[src/hdl/rlpwe_pkg.sv]
// ----------------------------------------------------------------------------
// rlpwe_pkg
// Shared types, codes and sizes for the RGB LED pulse-width encoder.
// ----------------------------------------------------------------------------
package rlpwe_pkg;

  localparam int MAX_PIXELS   = 1024;
  localparam int COUNT_W      = 11;
  localparam int QUEUE_DEPTH  = 2;
  localparam int QPTR_W       = (QUEUE_DEPTH > 1) ? $clog2(QUEUE_DEPTH) : 1;
  localparam int QCNT_W       = $clog2(QUEUE_DEPTH + 1);
  localparam int WORD_W       = 24;
  localparam int SEG_IDX_W    = 6;
  localparam int CFG_IDX_W    = 3;
  localparam int CFG_DATA_W   = 16;

  // segments per pixel: two per bit
  localparam logic [SEG_IDX_W-1:0] SEG_LAST_BIT = SEG_IDX_W'(2 * WORD_W - 1);
  localparam logic [SEG_IDX_W-1:0] SEG_LATCH    = SEG_IDX_W'(2 * WORD_W);

  localparam logic [COUNT_W-1:0] MAX_PIXELS_C = COUNT_W'(MAX_PIXELS);

  // result status codes
  localparam logic [1:0] ST_BIT   = 2'd0;
  localparam logic [1:0] ST_LATCH = 2'd1;
  localparam logic [1:0] ST_ERROR = 2'd2;

  // register indexes
  localparam logic [CFG_IDX_W-1:0] CFG_ZERO_HIGH = 3'd0;
  localparam logic [CFG_IDX_W-1:0] CFG_ZERO_LOW  = 3'd1;
  localparam logic [CFG_IDX_W-1:0] CFG_ONE_HIGH  = 3'd2;
  localparam logic [CFG_IDX_W-1:0] CFG_ONE_LOW   = 3'd3;
  localparam logic [CFG_IDX_W-1:0] CFG_LATCH     = 3'd4;

  typedef struct packed {
    logic [7:0] green;
    logic [7:0] red;
    logic [7:0] blue;
    logic       last_pixel;
  } pix_in_t;

  typedef struct packed {
    logic        line_level;
    logic [15:0] duration;
    logic [1:0]  status;
    logic        final_segment;
  } seg_out_t;

  // classified work item handed from front to back
  typedef struct packed {
    logic              is_error;
    logic              last;
    logic [WORD_W-1:0] word;
  } cmd_t;

  typedef struct packed {
    logic [7:0]  zero_high;
    logic [7:0]  zero_low;
    logic [7:0]  one_high;
    logic [7:0]  one_low;
    logic [15:0] latch;
  } timing_t;

endpackage

[src/hdl/rlpwe_front.sv]
// ----------------------------------------------------------------------------
// rlpwe_front
// Accepts pixel beats, tracks the frame pixel count and classifies each
// pixel as a send or a drop command for the back end.
// ----------------------------------------------------------------------------
module rlpwe_front import rlpwe_pkg::*; (
  input  logic    clk,
  input  logic    rst_n,
  input  logic    in_valid,
  output logic    in_stall,
  input  pix_in_t in_data,
  output logic    push,
  output cmd_t    push_cmd,
  input  logic    queue_full
);

  logic [COUNT_W-1:0] count_r, count_nxt;
  logic               full_frame;

  assign in_stall   = queue_full;
  assign push       = in_valid && !queue_full;
  assign full_frame = (count_r >= MAX_PIXELS_C);

  assign push_cmd.is_error = full_frame;
  assign push_cmd.last     = in_data.last_pixel;
  assign push_cmd.word     = {in_data.green, in_data.red, in_data.blue};

  always_comb begin
    count_nxt = count_r;
    if (push) begin
      priority if (in_data.last_pixel) begin
        count_nxt = '0;
      end else if (!full_frame) begin
        count_nxt = count_r + COUNT_W'(1);
      end else begin
        count_nxt = count_r;
      end
    end
  end

  always_ff @(posedge clk) begin
    if (!rst_n) begin
      count_r <= '0;
    end else begin
      count_r <= count_nxt;
    end
  end

endmodule

[src/hdl/rlpwe_queue.sv]
// ----------------------------------------------------------------------------
// rlpwe_queue
// Short command queue between front and back end.
// ----------------------------------------------------------------------------
module rlpwe_queue import rlpwe_pkg::*; (
  input  logic clk,
  input  logic rst_n,
  input  logic push,
  input  cmd_t push_cmd,
  output logic full,
  input  logic pop,
  output logic head_valid,
  output cmd_t head_cmd
);

  cmd_t              mem_r [QUEUE_DEPTH];
  logic [QPTR_W-1:0] wr_ptr_r, wr_ptr_nxt;
  logic [QPTR_W-1:0] rd_ptr_r, rd_ptr_nxt;
  logic [QCNT_W-1:0] cnt_r, cnt_nxt;
  logic              do_pop;

  assign full       = (cnt_r == QCNT_W'(QUEUE_DEPTH));
  assign head_valid = (cnt_r != '0);
  assign head_cmd   = mem_r[rd_ptr_r];
  assign do_pop     = pop && head_valid;

  always_comb begin
    wr_ptr_nxt = wr_ptr_r;
    rd_ptr_nxt = rd_ptr_r;
    cnt_nxt    = cnt_r;
    if (push) begin
      wr_ptr_nxt = (wr_ptr_r == QPTR_W'(QUEUE_DEPTH - 1)) ? '0 : wr_ptr_r + QPTR_W'(1);
    end
    if (do_pop) begin
      rd_ptr_nxt = (rd_ptr_r == QPTR_W'(QUEUE_DEPTH - 1)) ? '0 : rd_ptr_r + QPTR_W'(1);
    end
    unique case ({push, do_pop})
      2'b10:   cnt_nxt = cnt_r + QCNT_W'(1);
      2'b01:   cnt_nxt = cnt_r - QCNT_W'(1);
      default: cnt_nxt = cnt_r;
    endcase
  end

  always_ff @(posedge clk) begin
    if (push) begin
      mem_r[wr_ptr_r] <= push_cmd;
    end
  end

  always_ff @(posedge clk) begin
    if (!rst_n) begin
      wr_ptr_r <= '0;
      rd_ptr_r <= '0;
      cnt_r    <= '0;
    end else begin
      wr_ptr_r <= wr_ptr_nxt;
      rd_ptr_r <= rd_ptr_nxt;
      cnt_r    <= cnt_nxt;
    end
  end

endmodule

[src/hdl/rlpwe_back.sv]
// ----------------------------------------------------------------------------
// rlpwe_back
// Walks one command at a time through its segments and drives the
// registered result channel, one segment per cycle while out_stall is low.
// ----------------------------------------------------------------------------
module rlpwe_back import rlpwe_pkg::*; (
  input  logic     clk,
  input  logic     rst_n,
  input  timing_t  timing,
  input  logic     head_valid,
  input  cmd_t     head_cmd,
  output logic     pop,
  output logic     out_valid,
  input  logic     out_stall,
  output seg_out_t out_data
);

  cmd_t                 cmd_r;
  logic                 busy_r, busy_nxt;
  logic [SEG_IDX_W-1:0] idx_r, idx_nxt;
  logic                 out_valid_r, out_valid_nxt;
  seg_out_t             out_data_r;
  seg_out_t             seg;
  logic                 adv;
  logic                 emit;
  logic                 seg_final;
  logic [4:0]           bit_sel;
  logic                 bit_val;

  assign adv     = !out_valid_r || !out_stall;
  assign emit    = busy_r && adv;
  assign bit_sel = 5'(WORD_W - 1) - idx_r[SEG_IDX_W-1:1];
  assign bit_val = cmd_r.word[bit_sel];

  // segment for the current index; even index is the high half of a bit
  always_comb begin
    seg = '0;
    priority if (cmd_r.is_error) begin
      seg.line_level    = 1'b0;
      seg.duration      = '0;
      seg.status        = ST_ERROR;
      seg.final_segment = 1'b1;
    end else if (idx_r == SEG_LATCH) begin
      seg.line_level    = 1'b0;
      seg.duration      = timing.latch;
      seg.status        = ST_LATCH;
      seg.final_segment = 1'b1;
    end else begin
      seg.line_level = !idx_r[0];
      seg.status     = ST_BIT;
      unique case ({bit_val, idx_r[0]})
        2'b00:   seg.duration = {8'd0, timing.zero_high};
        2'b01:   seg.duration = {8'd0, timing.zero_low};
        2'b10:   seg.duration = {8'd0, timing.one_high};
        default: seg.duration = {8'd0, timing.one_low};
      endcase
      seg.final_segment = (idx_r == SEG_LAST_BIT) && !cmd_r.last;
    end
  end

  assign seg_final = seg.final_segment;
  assign pop       = head_valid && (!busy_r || (emit && seg_final));

  always_comb begin
    busy_nxt      = busy_r;
    idx_nxt       = idx_r;
    out_valid_nxt = out_valid_r;
    if (adv) begin
      out_valid_nxt = busy_r;
    end
    priority if (pop) begin
      busy_nxt = 1'b1;
      idx_nxt  = '0;
    end else if (emit && seg_final) begin
      busy_nxt = 1'b0;
    end else if (emit) begin
      idx_nxt = idx_r + SEG_IDX_W'(1);
    end else begin
      idx_nxt = idx_r;
    end
  end

  always_ff @(posedge clk) begin
    if (pop) begin
      cmd_r <= head_cmd;
    end
    if (emit) begin
      out_data_r <= seg;
    end
  end

  always_ff @(posedge clk) begin
    if (!rst_n) begin
      busy_r      <= 1'b0;
      idx_r       <= '0;
      out_valid_r <= 1'b0;
    end else begin
      busy_r      <= busy_nxt;
      idx_r       <= idx_nxt;
      out_valid_r <= out_valid_nxt;
    end
  end

  assign out_valid = out_valid_r;
  assign out_data  = out_data_r;

endmodule

[src/hdl/rgb_led_pulse_width_encoder.sv]
// ----------------------------------------------------------------------------
// rgb_led_pulse_width_encoder
// Turns pixel beats into timed high/low line segments for serial RGB LEDs.
// ----------------------------------------------------------------------------
// Input channel (in_valid / in_stall / in_data): one pixel per beat, green,
// red, blue, plus last_pixel marking the end of a frame.
// Result channel (out_valid / out_stall / out_data): one segment per beat.
// A pixel gives 48 bit segments, MSB first in G, R, B order, high then low;
// a last pixel adds a low latch segment (status latch). A pixel past
// MAX_PIXELS in a frame gives a single error beat and is not sent.
// The back end emits one segment per cycle into its output register while
// out_stall is low, and back-to-back commands follow with no gap. From
// idle, an accepted pixel passes the queue, the back-end load and the
// output register before its first segment is valid.
// A two-entry queue decouples the front end, so pixels are taken while a
// segment waits at the output. When out_stall is high the output register
// holds and the back end waits; in_stall rises once the queue is full.
// Config (cfg_we / cfg_index / cfg_wdata) is to be written only while idle;
// the user must keep to this, the block itself does not enforce it.
// Reset: timings return to defaults, pixel count clears, queue empties.
// ----------------------------------------------------------------------------
module rgb_led_pulse_width_encoder import rlpwe_pkg::*; (
  input  logic                  clk,
  input  logic                  rst_n,
  input  logic                  in_valid,
  output logic                  in_stall,
  input  pix_in_t               in_data,
  output logic                  out_valid,
  input  logic                  out_stall,
  output seg_out_t              out_data,
  input  logic                  cfg_we,
  input  logic [CFG_IDX_W-1:0]  cfg_index,
  input  logic [CFG_DATA_W-1:0] cfg_wdata
);

  timing_t timing_r, timing_nxt;
  logic    push;
  cmd_t    push_cmd;
  logic    queue_full;
  logic    pop;
  logic    head_valid;
  cmd_t    head_cmd;

  always_comb begin
    timing_nxt = timing_r;
    if (cfg_we) begin
      unique case (cfg_index)
        CFG_ZERO_HIGH: timing_nxt.zero_high = cfg_wdata[7:0];
        CFG_ZERO_LOW:  timing_nxt.zero_low  = cfg_wdata[7:0];
        CFG_ONE_HIGH:  timing_nxt.one_high  = cfg_wdata[7:0];
        CFG_ONE_LOW:   timing_nxt.one_low   = cfg_wdata[7:0];
        CFG_LATCH:     timing_nxt.latch     = cfg_wdata;
        default:       timing_nxt = timing_r;
      endcase
    end
  end

  always_ff @(posedge clk) begin
    if (!rst_n) begin
      timing_r.zero_high <= 8'd45;
      timing_r.zero_low  <= 8'd83;
      timing_r.one_high  <= 8'd90;
      timing_r.one_low   <= 8'd38;
      timing_r.latch     <= 16'd6400;
    end else begin
      timing_r <= timing_nxt;
    end
  end

  rlpwe_front u_front (
    .clk        (clk),
    .rst_n      (rst_n),
    .in_valid   (in_valid),
    .in_stall   (in_stall),
    .in_data    (in_data),
    .push       (push),
    .push_cmd   (push_cmd),
    .queue_full (queue_full)
  );

  rlpwe_queue u_queue (
    .clk        (clk),
    .rst_n      (rst_n),
    .push       (push),
    .push_cmd   (push_cmd),
    .full       (queue_full),
    .pop        (pop),
    .head_valid (head_valid),
    .head_cmd   (head_cmd)
  );

  rlpwe_back u_back (
    .clk        (clk),
    .rst_n      (rst_n),
    .timing     (timing_r),
    .head_valid (head_valid),
    .head_cmd   (head_cmd),
    .pop        (pop),
    .out_valid  (out_valid),
    .out_stall  (out_stall),
    .out_data   (out_data)
  );

  a_latch_shape: assert property (@(posedge clk) disable iff (!rst_n)
    out_valid && (out_data.status == ST_LATCH) |->
      !out_data.line_level && out_data.final_segment)
    else $error("latch segment must be low and final");

  a_error_shape: assert property (@(posedge clk) disable iff (!rst_n)
    out_valid && (out_data.status == ST_ERROR) |->
      !out_data.line_level && (out_data.duration == 16'd0) && out_data.final_segment)
    else $error("drop report malformed");

  a_high_not_final: assert property (@(posedge clk) disable iff (!rst_n)
    out_valid && (out_data.status == ST_BIT) && out_data.line_level |->
      !out_data.final_segment)
    else $error("high segment closed an item");

  a_status_code: assert property (@(posedge clk) disable iff (!rst_n)
    out_valid |-> (out_data.status != 2'd3))
    else $error("undefined status code");

  a_pop_has_head: assert property (@(posedge clk) disable iff (!rst_n)
    pop |-> head_valid)
    else $error("back end popped an empty queue");

endmodule
[config.mk]
export PLATFORM = sky130hd
export DESIGN_NAME = rgb_led_pulse_width_encoder
export DESIGN_NICKNAME = d
export VERILOG_FILES = /design/src/hdl/rlpwe_pkg.sv /design/src/hdl/rlpwe_front.sv /design/src/hdl/rlpwe_queue.sv /design/src/hdl/rlpwe_back.sv /design/src/hdl/rgb_led_pulse_width_encoder.sv
export SDC_FILE = /design/constraint.sdc
export NUM_CORES = 1
export LEC_CHECK = 0
export BUFFER_PORTS_ARGS = -buffer_cell sky130_fd_sc_hd__buf_2
export CELL_PAD_IN_SITES_DETAIL_PLACEMENT = 0
export CELL_PAD_IN_SITES_GLOBAL_PLACEMENT = 1
export CORE_MARGIN = 1
export CORE_UTILIZATION = 30
export CTS_CLUSTER_DIAMETER = 120
export DETAILED_ROUTE_END_ITERATION = 10
export HOLD_SLACK_MARGIN = 0.03
export MAX_ROUTING_LAYER = met4
export PLACE_DENSITY_LB_ADDON = 0.1
export REMOVE_ABC_BUFFERS = 1
export SYNTH_ARGS = -nofsm -noshare
export SYNTH_HDL_FRONTEND = slang
export SYNTH_SLANG_ARGS = --single-unit
[constraint.sdc]
create_clock -name clk -period 10 [get_ports clk]
set_input_delay 1 -clock clk [delete_from_list [all_inputs] [get_ports clk]]
set_output_delay 1 -clock clk [all_outputs]
set_load 0.02 [all_outputs]
Yosys cells after proc, flatten, opt, wreduce, memory -nomap -nowiden
Memory sizes are Yosys's and may differ from the RTL's. A register that Yosys moved wholly into a read port is not among the register bits.
Index checks and enable logic that the tools add are counted.
{ "totals": {"register_bits": 91, "latchBits": 0, "ram_bits": 52, "rom_bits": 0, "inputBits": 49, "output_inout_bits": 22, "wordCells": 82, "n_memories": 1} }
{ "op_classes": {"add_sub_neg": 7, "n_mul": 0, "n_div": 0, "order_cmp": 2, "n_eq_ne": 12, "shifts": 0, "muxes": 14, "n_bitwise": 2, "n_reduce_logical": 28} }
{ "memory_table": {"columns": ["memory", "words", "width", "rd", "rd_ports_with_merged_regs", "wr", "line_no", "rtl"], "rows": [
  ["u_queue.mem_r", 2, 26, 1, 1, 1, "rlpwe_queue.sv:16", "cmd_t mem_r [QUEUE_DEPTH];"]
]} }
{ "ops": {"columns": ["op", "count"], "rows": [
  ["8-bit case mux with 3 select lines", 1],
  ["11-bit two-way mux", 2],
  ["19-bit two-way mux", 1],
  ["2-bit AND reduction", 7],
  ["6-bit == test (second input constant)", 2],
  ["11-bit by 1-bit adder with 11-bit output (second input constant)", 1],
  ["11-bit greater-or-equal comparator (second input constant)", 1],
  ["1-bit two-way mux", 8],
  ["6-bit by 1-bit adder with 6-bit output (second input constant)", 1],
  ["2-bit == test (second input constant)", 3],
  ["3-bit by 2-bit == test with 1-bit output (second input constant)", 2],
  ["1-bit logical AND", 6],
  ["1-bit zero test", 6],
  ["5-bit by 6-bit < comparator with 1-bit output (second input constant)", 1],
  ["2-bit nonzero test", 3],
  ["1-bit binary-select mux with 5-bit select", 1],
  ["5-bit subtractor (first input constant)", 1],
  ["2-bit by 1-bit == test with 1-bit output (second input constant)", 2],
  ["2-bit case mux with 2 select lines", 1],
  ["2-bit OR reduction", 2],
  ["3-bit by 1-bit == test with 1-bit output (second input constant)", 1],
  ["3-bit == test (second input constant)", 1],
  ["3-bit zero test", 1],
  ["1-bit adder (second input constant)", 2],
  ["6 further kinds", 8]
]} }

Longest topological paths before layout
Gate-level depths: netlist of run 1.
{ "logic_depth": {"ltp_word": 13, "ltp_mapped": 11, "depth_no_buf": 10} }

By module
From an unflattened synthesis of run 1, not the netlist that was laid out.
{ "hier_totals": {"hier_cells": 571, "area_unflattened_um2": 7329.5} }
{ "by_module_without_submodules": {"columns": ["module", "instances", "cells_per_inst", "area_per_inst_um2", "seq_area_each_um2"], "rows": [
  ["rlpwe_back", 1, 186, 2542.4, 1541.5],
  ["rlpwe_queue", 1, 104, 2095.8, 1661.6],
  ["rgb_led_pulse_width_encoder", 1, 189, 1923.1, 960.9],
  ["rlpwe_front", 1, 92, 768.2, 220.2]
]} }

Worst setup path after synthesis of run 1
Ideal clock, no wire load.
{ "synth_timing": {"path_kind": "register to register", "from": "register u_back.idx_r[0]", "to": "register u_queue.cnt_r[1]", "setup_ns": 0.070, "arrival_time_ns": 3.487, "required_ns": 9.930, "setup_slack_ns": 6.442, "stages_incl_launch_ff": 11, "path_buffers": 1, "synth_period_minus_slack_ns": 3.558, "cell_sequence": "dfxtp_1 > buf_1 > inv_1 > ha_1 > and4bb_2 > a211oi_1 > o21a_1 > nor2_1 > ha_1 > or3_1 > a21oi_1"} }
{ "synth_between": {"elab_chain_cells": 10, "elab_cells_between_ends": 13, "classes_between": "eq/ne (4); mux (3); reduce/logical (6)"} }
{ "synth_lines": {"columns": ["item", "line_no", "rtl"], "rows": [
  ["from (decl)", "rlpwe_back.sv:20", "logic [SEG_IDX_W-1:0] idx_r, idx_nxt;"],
  ["from (signal assigned)", "rlpwe_back.sv:99", "idx_r <= idx_nxt;"],
  ["6-bit == test", "rlpwe_back.sv:57", "seg.final_segment = (idx_r == SEG_LAST_BIT) && !cmd_r.last;"],
  ["1-bit logical AND", "rlpwe_back.sv:57", null],
  ["19-bit two-way mux (*)", "rlpwe_back.sv:43", "end else if (idx_r == SEG_LATCH) begin"],
  ["1-bit two-way mux (*)", "rlpwe_back.sv:38", "priority if (cmd_r.is_error) begin"],
  ["1-bit logical AND (*)", "rlpwe_back.sv:62", "assign pop = head_valid && (!busy_r || (emit && seg_final));"],
  ["1-bit logical OR (*)", "rlpwe_back.sv:62", null],
  ["1-bit logical AND (*)", "rlpwe_back.sv:62", null],
  ["named net pop", "rgb_led_pulse_width_encoder.sv:40", "logic pop;"],
  ["1-bit logical AND (*)", "rlpwe_queue.sv:25", "assign do_pop = pop && head_valid;"],
  ["2-bit by 1-bit == test with 1-bit output / 2-bit == test (equally long branches)", "rlpwe_queue.sv:37", "unique case ({push, do_pop})"],
  ["2-bit case mux with 2 select lines / 2-bit nonzero test (equally long branches)", null, null],
  ["to (signal assigned)", "rlpwe_queue.sv:58", "cnt_r <= cnt_nxt;"],
  ["to (decl)", "rlpwe_queue.sv:19", "logic [QCNT_W-1:0] cnt_r, cnt_nxt;"]
]} }
The timed path passes the listed nets; every way through them passes the cells marked *.
A chain may end at the register's enable or synchronous reset.

Worst setup path in the final report of run 1
{ "layout_timing": {"from": "register u_back.idx_r[1]", "to": "register u_queue.cnt_r[1]"} }
The elaborated chain is that of the path after synthesis.

==> impl_metrics.env, run 1 <==
export IMPL_outcome="finished with violations"
export IMPL_violations="DRC"
export IMPL_dieHeight_microns=152
export IMPL_yosysTopAreaCell="edfxtp_1"
export IMPL_hp_start="timing_r[10]"
export IMPL_wl_microns=15400
export IMPL_h_tree_depth=4
export IMPL_yosys_register_bits=169
export IMPL_synth_simple_gate_area_share_pct=14.3
export IMPL_detailed_place_hpwl_microns=10100
export IMPL_timing_rr_start="u_back.idx_r[1]"
export IMPL_pwr_share_clk_pct=32.1
export IMPL_cap_viol_max_count=0
export IMPL_cts_hold_buf=0
export IMPL_post_cts_buffers=0
export IMPL_irDropWorstVdd_mv=0.0930
export IMPL_switching_power_w=0.000555
export IMPL_worst_clock_skew_ns=0.00699
export IMPL_syn_to_final_growth_pct=17.7
export IMPL_finalCritPeriodShare_pct=28.0
export IMPL_regArea_sq_mm=0.00436
export IMPL_cp_required_ns=10.34
export IMPL_rows=54
export IMPL_period_minus_slack_ns=2.80
export IMPL_io_pins=71
export IMPL_yosys_warnings=0
export IMPL_cts_sinks=169
export IMPL_reg2reg_slack_ns=7.20
export IMPL_synth_mux_area_share_pct=8.70
export IMPL_grt_pass1_vias=4572
export IMPL_worstSetupPathType="reg2reg"
export IMPL_drt_initial_drc_count=305
export IMPL_synth_compound_area_share_pct=7.82
export IMPL_clk_pin_slew_ns=0.06
export IMPL_whs_path_depth=2
export IMPL_ys_flop_type="edfxtp_1"
export IMPL_critPathArrivalTime_ns=3.14
export IMPL_endpoint_kind="flip-flop"
export IMPL_ys_seq_area_share_pct=64.4
export IMPL_synth_most_common_cell="nand2_1"
export IMPL_start_util_pct=30.8
export IMPL_avgViaCountPerCell=4.71
export IMPL_grt_setup_unrepaired="false"
export IMPL_layout_setup_ws_ns=7.20
export IMPL_grt_antenna_before_repair=0
export IMPL_post_route_drc_count=7
export IMPL_async_flop_share_pct=0
export IMPL_p_int_w=0.00139
export IMPL_num_vias=4375
export IMPL_rr_worst_depth=9
export IMPL_maxSlewViolCount=0
export IMPL_fill_cells=2138
export IMPL_core_area_sq_mm=0.0220
export IMPL_worst_pin_slew_ns=0.928
export IMPL_gr_total_overflow=0
export IMPL_synth_adder_area_share_pct=1.29
export IMPL_pre_cts_ws_ns=7.15
export IMPL_synth_cell_area_sq_mm=0.00677
export IMPL_design_area_sq_mm=0.00797
export IMPL_hold_end="timing_r[10]"
export IMPL_instances_no_fill=929
export IMPL_ant_nets=0
export IMPL_synth_distinct_cells=43
export IMPL_synth_top_family_by_area="simple AND/OR/NAND/NOR gates"
export IMPL_clockRootBuffer="clkbuf_16"
export IMPL_worst_path_max_fanout=12
export IMPL_grt_max_degree=38
export IMPL_die_area_sq_mm=0.0232
export IMPL_synthTopCellsByArea="edfxtp_1, dfxtp_1, nand2_1"
export IMPL_max_clock_freq_mhz=358
export IMPL_avgSynthCellArea_sq_um=12.0
export IMPL_postSynthCellCount=564
export IMPL_reg2reg_to="u_queue.cnt_r[1]"
export IMPL_synth_top_area_share_pct=43.5
export IMPL_antenna_cells=0
export IMPL_p_sw_share_pct=28.6
export IMPL_post_drt_wl_per_cell_microns=16.6
export IMPL_comb_power_share_pct=19.8
export IMPL_gr_usage_all_layers_pct=14.4
export IMPL_cts_resized=0
export IMPL_synth_xor_area_share_pct=1.03
export IMPL_firstDrtPassIters=7
export IMPL_seqPwrFrac_pct=48.1
export IMPL_dp_cells=897
export IMPL_synth_common_cells="nand2_1, edfxtp_1, dfxtp_1"
export IMPL_cp_start_kind="flip-flop"
export IMPL_final_hold_viol_count=0
export IMPL_nets=692
export IMPL_hold_class="reg2reg"
export IMPL_power_leakage_nw=2.83
export IMPL_setup_viol=0
export IMPL_total_power_w=0.00194
export IMPL_drive_above_1_share_pct=22.5
export IMPL_relSlewSlack_pct=38.1
export IMPL_cts_max_path_buffers=2
export IMPL_tritoncts="built"
export IMPL_cts_buffers_inserted=17
export IMPL_placed_area_sq_mm=0.00742
export IMPL_synth_edff_count=98
export IMPL_multiInputGateArea_sq_mm=0.00225
export IMPL_io_buffer_count=70
export IMPL_p_per_area_mw_per_mm2=244
export IMPL_routabilityCongestion=0.777
export IMPL_clock_latency_ns=0.42
export IMPL_die_x_microns=152
export IMPL_tns_ns=0
export IMPL_grt_pass1_wl_microns=25100
-- cell type report --
type,instances,area share [%]
Tap cell,280,4.40
Clock inverter,13,1.51
Sequential cell,169,54.8
Timing Repair Buffer,76,4.96
Clock buffer,19,5.43
Multi-Input combinational cell,357,28.2
Inverter,15,0.706
-- sequential cells by signal, summed over array words and instances, names as in the netlist, 2 cells and up --
register         cells
u_queue.mem_r       52
timing_r            48
u_back.cmd_r        26
u_back.out_data     20
u_front.count_r     11
u_back.idx_r         6
u_queue.cnt_r        2
-- critical path, stage by stage (launching register included) --
cell and delay, ns:
dfxtp_1 0.70, inv_1 0.10, ha_1 0.21, and4bb_2 0.28
a211oi_1 0.26, o21a_1 0.28, nor2_2 0.07, ha_1 0.31
or3_1 0.38, a21oi_1 0.14
-- cells by family after synthesis --
group	count (synthesis)
compound gates	83
fa+ha+maj	7
mux	49
buf+inv	38
flops	169
simple gates	210
xor+xnor	8
-- power by group through the flow --
stage                     Combinational, W  Clock (W)  Sequential, W
after global routing              0.000424   0.000668       0.000947
after global placement            0.000386          0       0.000952
after CTS                         0.000392   0.000642       0.000936
final                             0.000385   0.000622       0.000934
after floorplan                   0.000210          0       0.000989
after detailed placement          0.000391          0       0.000951
-- worst max-delay path by stage --
stage | from | end | cells after the start
detailed placement | u_back.idx_r[1] | u_queue.cnt_r[1] | 9
global route | u_back.idx_r[1] | u_queue.cnt_r[1] | 9
floorplan | u_back.idx_r[0] | u_queue.cnt_r[1] | 8
finish | u_back.idx_r[1] | u_queue.cnt_r[1] | 9
global placement | u_back.idx_r[1] | u_queue.cnt_r[1] | 9
CTS | u_back.idx_r[1] | u_queue.cnt_r[1] | 9
-- through the flow --
step | hold slack (ns) | util [%]
2_1_floorplan | 0.430 | -
3_3_place_gp | 0.440 | 33.8
3_5_place_dp | 0.445 | 33.8
4_1_cts | 0.454 | 36.3
5_1_grt | 0.472 | 36.3
6_report | 0.452 | 36.3
-- cell usage in the layout (no fill, tap or decap), drive strengths merged, types with 3 or more instances in the layout --
cell type / synthesis / routed
nand2: 108 / 108
edfxtp: 98 / 98
buf: 5 / 76
dfxtp: 71 / 71
a21oi: 45 / 45
mux2: 26 / 26
nand3: 25 / 25
nor2: 21 / 21
clkbuf: 18 / 19
inv: 15 / 19
mux2i: 18 / 18
nand4: 14 / 14
o21ai: 14 / 14
and2: 11 / 11
or3: 10 / 10
o31ai: 8 / 8
a32o: 8 / 8
ha: 7 / 7
and3: 5 / 5
xnor2: 5 / 5
mux4: 5 / 5
nor3: 5 / 5
clkinv: 0 / 5
nor2b: 4 / 4
xor2: 3 / 3
clkinvlp: 0 / 3
-- layer usage --
layer | GRT usage [%] | wire length, microns | part of all wire, %
met3 | 3.10 | 647 | 4.2
met2 | 22.6 | 7030 | 46
met4 | 4.62 | 172 | 1.1
met1 | 18.7 | 7550 | 49
met5 | - | 0 | 0
(Power assumes the default switching activity.)
==> inputs of run 2 (changes only) <==
==> constraint.sdc (replaced) <==
create_clock -name clk -period 2.45 [get_ports clk]
set_input_delay 0.245 -clock clk [delete_from_list [all_inputs] [get_ports clk]]
set_output_delay 0.245 -clock clk [all_outputs]
set_load 0.02 [all_outputs]
==> run 2 against run 1 <==
Against the previous run: the run still ends with DRC left; highest routed layer unchanged; combinational power grew to 4.4 times the previous value; die area unchanged; global-route usage rose by 0.27 points; clock-buffer cell count fell by 2; clock power grew to 4.2 times the previous value; register-to-register slack worse by 7.0 ns; non-clock buffer count is 43 higher; utilization rose by 2.0 points; critical path type unchanged; sequential share of layout area decreased by 2.8 points.
==> impl_metrics.env, run 2 (same netlist as run 1, synthesis figures left out) <==
export IMPL_irDropWorstVdd_mv=0.401
export IMPL_drt_initial_drc_count=268
export IMPL_total_power_w=0.00811
export IMPL_power_leakage_nw=3.05
export IMPL_nets=735
export IMPL_hold_class="in2reg"
export IMPL_firstDrtPassIters=8
export IMPL_die_x_microns=152
export IMPL_wl_microns=15600
export IMPL_post_cts_buffers=0
export IMPL_post_route_drc_count=6
export IMPL_outcome="finished with violations"
export IMPL_design_area_sq_mm=0.00840
export IMPL_p_per_area_mw_per_mm2=965
export IMPL_dieHeight_microns=152
export IMPL_violations="DRC"
export IMPL_routabilityCongestion=0.818
export IMPL_placed_area_sq_mm=0.00754
export IMPL_final_hold_viol_count=0
export IMPL_drive_above_1_share_pct=24.3
export IMPL_period_minus_slack_ns=2.28
export IMPL_grt_setup_unrepaired="false"
export IMPL_cts_sinks=169
export IMPL_tritoncts="built"
export IMPL_finalCritPeriodShare_pct=93.1
export IMPL_post_drt_wl_per_cell_microns=16.1
export IMPL_syn_to_final_growth_pct=24.1
export IMPL_rows=54
export IMPL_io_pins=71
export IMPL_grt_antenna_before_repair=0
export IMPL_final_common_cell="nand2_1"
export IMPL_cts_buffers_inserted=17
export IMPL_cap_viol_max_count=0
export IMPL_largest_reg_flops=52
export IMPL_ant_nets=0
export IMPL_io_buffer_count=70
export IMPL_clockRootBuffer="clkbuf_16"
export IMPL_max_clock_freq_mhz=438
export IMPL_grt_pass1_wl_microns=25500
export IMPL_core_area_sq_mm=0.0220
export IMPL_layout_setup_ws_ns=0.169
export IMPL_die_area_sq_mm=0.0232
export IMPL_grt_max_degree=38
export IMPL_reg_largest_list="u_queue.mem_r: 52 flops, timing_r: 48 flops, u_back.cmd_r: 26 flops"
export IMPL_layout_common_cells="nand2_1, edfxtp_1, buf_2, dfxtp_1, a21oi_1"
export IMPL_grt_pass1_vias=4596
export IMPL_worst_clock_skew_ns=0.0124
export IMPL_relSlewSlack_pct=50.1
export IMPL_endpoint_kind="flip-flop"
export IMPL_top_register="u_queue.mem_r"
export IMPL_worst_path_max_fanout=8
export IMPL_worst_pin_slew_ns=0.748
export IMPL_maxSlewViolCount=0
export IMPL_critPathArrivalTime_ns=2.46
export IMPL_pre_cts_ws_ns=0.0677
export IMPL_detailed_place_hpwl_microns=10900
export IMPL_num_vias=4552
export IMPL_cp_required_ns=2.63
export IMPL_h_tree_depth=4
export IMPL_tns_ns=0
export IMPL_setup_viol=0
export IMPL_gr_usage_all_layers_pct=14.7
export IMPL_worstSetupPathType="reg2reg"
export IMPL_clk_pin_slew_ns=0.07
export IMPL_clock_latency_ns=0.43
export IMPL_cts_max_path_buffers=2
export IMPL_antenna_cells=0
export IMPL_avgViaCountPerCell=4.68
export IMPL_gr_total_overflow=0
export IMPL_cp_start_kind="flip-flop"
export IMPL_start_util_pct=30.8
-- run 2: power breakdown --
group | total (W) | switching, W | internal (W)
registers | 0.00383 | 0.000184 | 0.00364
logic | 0.00168 | 0.000988 | 0.000690
clock network | 0.00261 | 0.00125 | 0.00136
-- run 2: per-layer routing --
metal	vias up	wire length (microns)	track usage, %
li1	2270	-	-
met1	2179	7690	19.4
met2	89	7060	21.8
met3	14	676	4.15
met4	0	172	4.52
met5	-	0	-
-- run 2: worst paths after layout --
| kind | startpoint | to | slack [ns] | depth (start not counted) |
|---|---|---|---|---|
| hold / removal | cfg_wdata[10] | timing_r[10] | 0.06 | 3 |
| setup reg to reg | u_back.idx_r[1] | u_back.out_data[7] | 0.17 | 5 |
| hold reg to reg | timing_r[10] | timing_r[10] | 0.45 | 2 |
| setup / recovery | u_back.idx_r[1] | u_back.out_data[7] | 0.17 | 5 |
-- run 2: stage by stage --
stage          hold slack [ns]  cells  utilization [%]
6_report                0.0566    972             38.3
5_1_grt                 0.0533    972             38.3
4_1_cts                 0.0409    972             38.2
3_5_place_dp             0.436    913             34.3
3_3_place_gp             0.432    913             34.3
2_1_floorplan            0.317    541                -
-- run 2: what timing repair did --
item                                    CTS  global route
gates resized for setup                   0             4
hold endpoints to repair                 51             0
hold buffers                             27             0
endpoints found under the setup margin    0             2
-- run 2: final cells by class --
| cell class | instances | area, sq um |
|---|---|---|
| Multi-Input combinational cell | 357 | 2260 |
| Timing Repair Buffer | 119 | 786 |
| Clock buffer | 17 | 425 |
| Sequential cell | 169 | 4370 |
| Inverter | 15 | 56.3 |
| Tap cell | 280 | 350 |
| Clock inverter | 15 | 156 |
| Fill cell | 2105 | 13600 |
-- run 2: critical path, cell delays in order, from the launching register on --
cell and delay (ns):
dfxtp_1 0.42, buf_4 0.20, mux4_2 0.55, o2111ai_2 0.40, nand4_1 0.17, a32o_1 0.29
